--- config.mk ---
export PLATFORM = sky130hd
export DESIGN_NAME = mhpq_cell
export DESIGN_NICKNAME = d
export VERILOG_FILES = /design/src/rtl/mhpq_pkg.sv /design/src/rtl/mhpq_cell.sv
export SDC_FILE = /design/constraint.sdc
export NUM_CORES = 1
export LEC_CHECK = 0
export BUFFER_PORTS_ARGS = -buffer_cell sky130_fd_sc_hd__buf_2
export CAP_MARGIN = 25
export CORE_MARGIN = 3
export CORE_UTILIZATION = 33
export DETAILED_ROUTE_END_ITERATION = 10
export SKIP_CTS_REPAIR_TIMING = 1
export SLEW_MARGIN = 20
export SYNTH_ARGS = -nofsm -noshare
export SYNTH_HDL_FRONTEND = slang
export SYNTH_SLANG_ARGS = --single-unit
--- constraint.sdc ---
create_clock -name clk -period 5.4 [get_ports clk]
set_clock_uncertainty 0.1 [all_clocks]
set_input_delay 0.54 -clock clk [delete_from_list [all_inputs] [get_ports clk]]
set_output_delay 0.54 -clock clk [all_outputs]
set_load 0.02 [all_outputs]
--- src/rtl/mhpq_pkg.sv ---
// Shared types and codes for the max-heap priority queue.
`default_nettype none
package mhpq_pkg;

    localparam int KEY_W   = 32;
    localparam int COUNT_W = 7;

    typedef enum logic {
        CMD_INSERT  = 1'b0,
        CMD_EXTRACT = 1'b1
    } cmd_code_t;

    typedef enum logic [1:0] {
        ST_OK    = 2'd0,
        ST_EMPTY = 2'd1,
        ST_FULL  = 2'd2
    } status_t;

    typedef struct packed {
        cmd_code_t                command;
        logic signed [KEY_W-1:0]  key_in;
    } request_t;

    typedef struct packed {
        logic signed [KEY_W-1:0]  key_out;
        status_t                  status;
        logic [COUNT_W-1:0]       entry_count;
    } result_t;

    typedef struct packed {
        logic                     insert;
        logic                     extract;
        logic signed [KEY_W-1:0]  key;
    } cell_op_t;

endpackage
`default_nettype wire

--- src/rtl/mhpq_cell.sv ---
// One storage cell of the sorted key row.
`default_nettype none
module mhpq_cell
    import mhpq_pkg::*;
(
    input  wire logic                    clk,
    input  wire logic                    rst_n,
    input  wire cell_op_t                op,
    input  wire logic                    left_keep,
    input  wire logic                    left_valid,
    input  wire logic signed [KEY_W-1:0] left_key,
    input  wire logic                    right_valid,
    input  wire logic signed [KEY_W-1:0] right_key,
    output logic                         keep,
    output logic                         valid,
    output logic signed [KEY_W-1:0]      key
);

    logic                    valid_reg;
    logic                    valid_next;
    logic signed [KEY_W-1:0] key_reg;
    logic signed [KEY_W-1:0] key_next;

    assign keep  = valid_reg && (key_reg >= op.key);
    assign valid = valid_reg;
    assign key   = key_reg;

    always_comb
    begin
        valid_next = valid_reg;
        key_next   = key_reg;
        if (op.insert)
        begin
            if (!keep)
            begin
                if (left_keep)
                begin
                    valid_next = 1'b1;
                    key_next   = op.key;
                end
                else
                begin
                    valid_next = left_valid;
                    key_next   = left_key;
                end
            end
        end
        else if (op.extract)
        begin
            valid_next = right_valid;
            key_next   = right_key;
        end
    end

    always_ff @(posedge clk or negedge rst_n)
    begin
        if (!rst_n)
        begin
            valid_reg <= 1'b0;
        end
        else
        begin
            valid_reg <= valid_next;
        end
    end

    always_ff @(posedge clk)
    begin
        key_reg <= key_next;
    end

endmodule
`default_nettype wire

# [After elaboration in Yosys (flattened, before gate mapping)]
# Cells that the tools add are included.
[totals] latchBits=0 mem_count=0 reg_bits=33 word_cells=15 output_inout_bits=34 mem_bits_rw=0 romBits=0 in_bits=103
[op_classes] eq_ne=1 n_shift=0 n_reduce_logical=3 magnitude_cmp=1 mux=8 bitwise_logic=0 n_mul=0 n_div=0 n_addsub=0
[op_table] op="32-bit two-way mux" count=4
[op_table] op="32-bit greater-or-equal comparator" count=1
[op_table] op="1-bit two-way mux" count=4
[op_table] op="2-bit != test, second input constant" count=1
[op_table] op="2-bit AND reduction" count=1
[op_table] op="2-bit nonzero test" count=1
[op_table] op="1-bit logical AND" count=1

# [Depth between registers and ports, before layout]
[depth] depth_word=4 ltp_mapped=9 depth_no_buf=9

# [Worst setup path after synthesis]
# No wires, ideal clock.
[synth_timing] path_kind="input port to flip-flop" start="in op[31] in the netlist's numbering" end="reg key_reg[0] (netlist: key[0]), enable pin" path_buffers=0 required_time_ns=4.868 setup_slack_ns=1.360 cell_stages=9 arrival_ns=3.508 setup_ns=0.432 cell_sequence="inv_1 ha_1 nand4_2 nor4_2 nand2_1 o211ai_1 xnor2_1 o21a_1 a21oi_1"
[synth_via] elab_chain_len=4
[synth_rtl] element="from (decl)" line_no="mhpq_cell.sv:8" rtl="input wire cell_op_t op,"
[synth_rtl] element="32-bit greater-or-equal comparator" line_no="mhpq_cell.sv:24" rtl="assign keep = valid_reg && (key_reg >= op.key);"
[synth_rtl] element="1-bit logical AND" line_no="mhpq_cell.sv:24"
[synth_rtl] element="net keep" line_no="mhpq_cell.sv:14" rtl="output logic keep,"
[synth_rtl] element="2-bit != test (no source line)"
[synth_rtl] element="2-bit AND reduction (no source line)"
[synth_rtl] element="to (signal assigned)" line_no="mhpq_cell.sv:69" rtl="key_reg <= key_next;"
[synth_rtl] element="to (decl)" line_no="mhpq_cell.sv:21" rtl="logic signed [KEY_W-1:0] key_reg;"
# The timed path passes the listed nets, and every way through them passes these cells.
# A chain may end at the register's enable or synchronous reset.

# [Final worst setup path]
[layout_timing] start="reg key_reg[31] (netlist: key[31])" end="out keep"
[layout_via] elab_chain_len=2
[layout_rtl] element="32-bit greater-or-equal comparator" line_no="mhpq_cell.sv:24"
[layout_rtl] element="1-bit logical AND" line_no="mhpq_cell.sv:24"
[layout_rtl] element="to (decl)" line_no="mhpq_cell.sv:14"
# No other way between the ends.

==> key figures <==
Yosys
  • Most used standard cell by instance count after synthesis: a21oi_1
  • Most area-consuming cells after synthesis: edfxtp_1, ha_1, mux2i_1
  • Ys Warns: 0
  • Area fraction in and, or, nand and nor cells after synthesis: 0.102
  • Share of synthesized registers carrying an async set or reset: 0.0303
  • Library cells used by synthesis: 27
  • Netlist area before placement: 2480 sq um
  • Commonest cells in the synthesized netlist: a21oi_1, nor2_1
  • Area share of xor/xnor cells in the synthesized design: 0.00353
  • Synth Register Bits: 33
  • Share of the synthesized area in the top cell type: 0.387
  • Fraction of the mapped netlist area in adder cells: 0.161
  • Number of instances in the synthesized netlist: 260
  • Post-synthesis sequential area ratio: 0.397
  • Largest family of logic cells by synthesized area: adder cells
  • Area leader, netlist: edfxtp_1
  • Dominant synthesized flop cell: edfxtp_1
  • Syn Nets: 395
  • Number of synthesized flops with an enable pin: 32
  • Multiplexer area fraction after synthesis: 0.134
  • Compound-Gate Fraction of Synth Area: 0.135
  • Post-Synthesis Mean Instance Area: 9.55 sq um

Global routing
  • Initial antenna violation count: 0
  • Vias in the first global route: 2184
  • Largest net degree at the start of global routing: 69
  • GR Util All Layers: 0.146
  • Overflow after GRT: 0
  • First-pass GRT wire length: 9930 um

Die
  • Number of rows in the core area: 30
  • Placeable Area: 7060 sq um
  • Number of top-level pins: 137
  • Starting utilization of the core area: 0.352
  • Total Die Area: 8600 sq um
  • Die Y-Extent: 92.8 um
  • Chip Width: 92.8 um

Setup path
  • Register-to-Register Path Depth: 9
  • Arrival time at the worst endpoint: 2400 ps
  • Critical Path Start Type: register
  • Worst setup startpoint: key[31]
  • FF-to-FF setup slack: 2600 ps
  • Required time of the critical path: 4760 ps
  • Destination of the worst register-to-register timing path: key[10]
  • Kind of end point of the critical path: output port
  • Critical Path Sink: keep
  • Startpoint of the most critical register-to-register path: key[31]
  • Peak fanout along the critical path: 4
  • Category of the most critical setup path: register to output port

STA
  • Relative slew margins: 0.353
  • Minimum period implied by the final worst setup slack: 3040 ps
  • Max-slew violation count: 0
  • Final setup violation count: 0
  • Post-route worst setup slack: 2360 ps
  • Setup repair after global routing missed its margin: false
  • Transition time of the tightest slew-check pin: 970 ps
  • Total negative slack for setup checks: 0 ps
  • Final cycle utilization of the critical path: 0.562
  • Number of hold violations in the final report: 0
  • Worst hold slack: 470 ps
  • Highest clock frequency the design can meet: 329 MHz

Layout
  • Number of flip-flops under the largest register name: 32
  • Total number of nets in the final design: 529
  • Fin area: 3390 sq um
  • Layout cells sized above 1: 0.382
  • ANT cells: 0
  • Synth-to-layout area growth: 36.6%

Placement
  • Final weighted congestion in routability-driven placement: 0.699
  • Post-placement cell area: 3250 sq um
  • HPWL after detailed placement: 5080 um
  • Dpl ws: 1950 ps
  • Count of buffers inserted at the top-level ports: 136

Power
  • PD cells: 258 nW/um^2
  • Worst vdd rail ir drop: 89.4 uV
  • Leakage power: 1.75 nW

Drt
  • Remaining routing DRC violations: 0
  • DR vias: 2275
  • Routed wire length per instance: 12.8 um
  • First DRT Iteration DRCs: 62
  • Wire length after detailed routing: 6290 um
  • TritonRoute pass-1 iters: 4
  • Detail-routed via count per cell: 4.63
  • Antenna Nets Post-Route: 0

Run
  • Maximum Capacitance Violations: 0

CTS
  • TritonCTS clock tree: built
  • Number of sinks handled by clock tree synthesis: 33
  • CTS H-tree lvls: 2
  • Root Buffer: clkbuf_8
  • Reg clk slew, reported paths: 70 ps
  • Buffer depth of the longest clock path: 2
  • Clock latency on the worst-skew pair: 280 ps
  • Number of clock buffers inserted by TritonCTS: 5

Worst hold path
  • Path type of the worst min-delay path: primary input to register

Status
  • Result of the run: complete, no violations
-- where the power goes --
group | switching (mW) | internal [mW] | total (mW) | leakage [nW]
sequential | 0.0198 | 0.335 | 0.354 | 0.323
combinational | 0.185 | 0.133 | 0.318 | 1.37
clock | 0.0899 | 0.115 | 0.205 | 0.0542
total | 0.294 | 0.583 | 0.877 | 1.75
-- metal layers --
layer  track usage  wire (um)  up-vias
li1              -          -     1193
met2         0.261       3210       64
met3        0.0284        370        7
met4        0.0440         73        0
met5             0          0        -
met1         0.176       2640     1011
-- cell type report --
cell class | count | area [sq um]
clock buffer | 7 | 96.3
tap | 96 | 120
inverter | 32 | 120
timing repair buffer | 139 | 726
clock inverter | 1 | 5.00
multi-input combinational | 183 | 1340
fill | 734 | 3660
sequential | 33 | 986
-- placed cells by master (no fill, tap or decap), types with 2 or more instances in the layout --
cell type / instances
a211oi_1: 2
a21o_1: 3
a21oi_1: 44
buf_2: 136
clkbuf_8: 7
edfxtp_1: 32
ha_1: 32
inv_1: 32
mux2i_1: 32
nand2_1: 8
nand4_1: 6
nor2_1: 38
o211ai_1: 2
o21ai_0: 3
-- kinds of logic after synthesis --
kind of cell / count (synthesis)
and+or+nand+nor: 57
xor gates and xnor gates: 1
muxes: 33
DFF: 33
AOI/OAI and AO/OA: 60
adders and majority gates: 32
buffers and inverters: 44
-- worst min path at each step --
| stage | from | to | slack [ps] | depth (start not counted) |
|---|---|---|---|---|
| floorplan | rst_n | valid | 140 | 0 |
| global placement | rst_n | valid | 220 | 1 |
| detailed placement | rst_n | valid | 220 | 1 |
| CTS | rst_n | valid | -100 | 1 |
| global route | rst_n | valid | 470 | 2 |
| finish | left_valid | valid | 470 | 4 |
-- critical path, stage by stage (launching register included) --
cell and delay [ps]:
edfxtp_1 380, ha_1 370, nand4_2 160, nor4_2 340, nand4_1 180, a31oi_1 220
o21a_1 240, buf_2 210
-- metrics by stage --
stage	std cells	power, mW	utilization
finish	491	0.877	0.481
global route	491	0.941	0.481
CTS	489	0.884	0.476
detailed placement	481	0.674	0.461
global placement	481	0.670	0.461
floorplan	260	0.554	-
No activity file was read; power rests on OpenSTA's default activity.
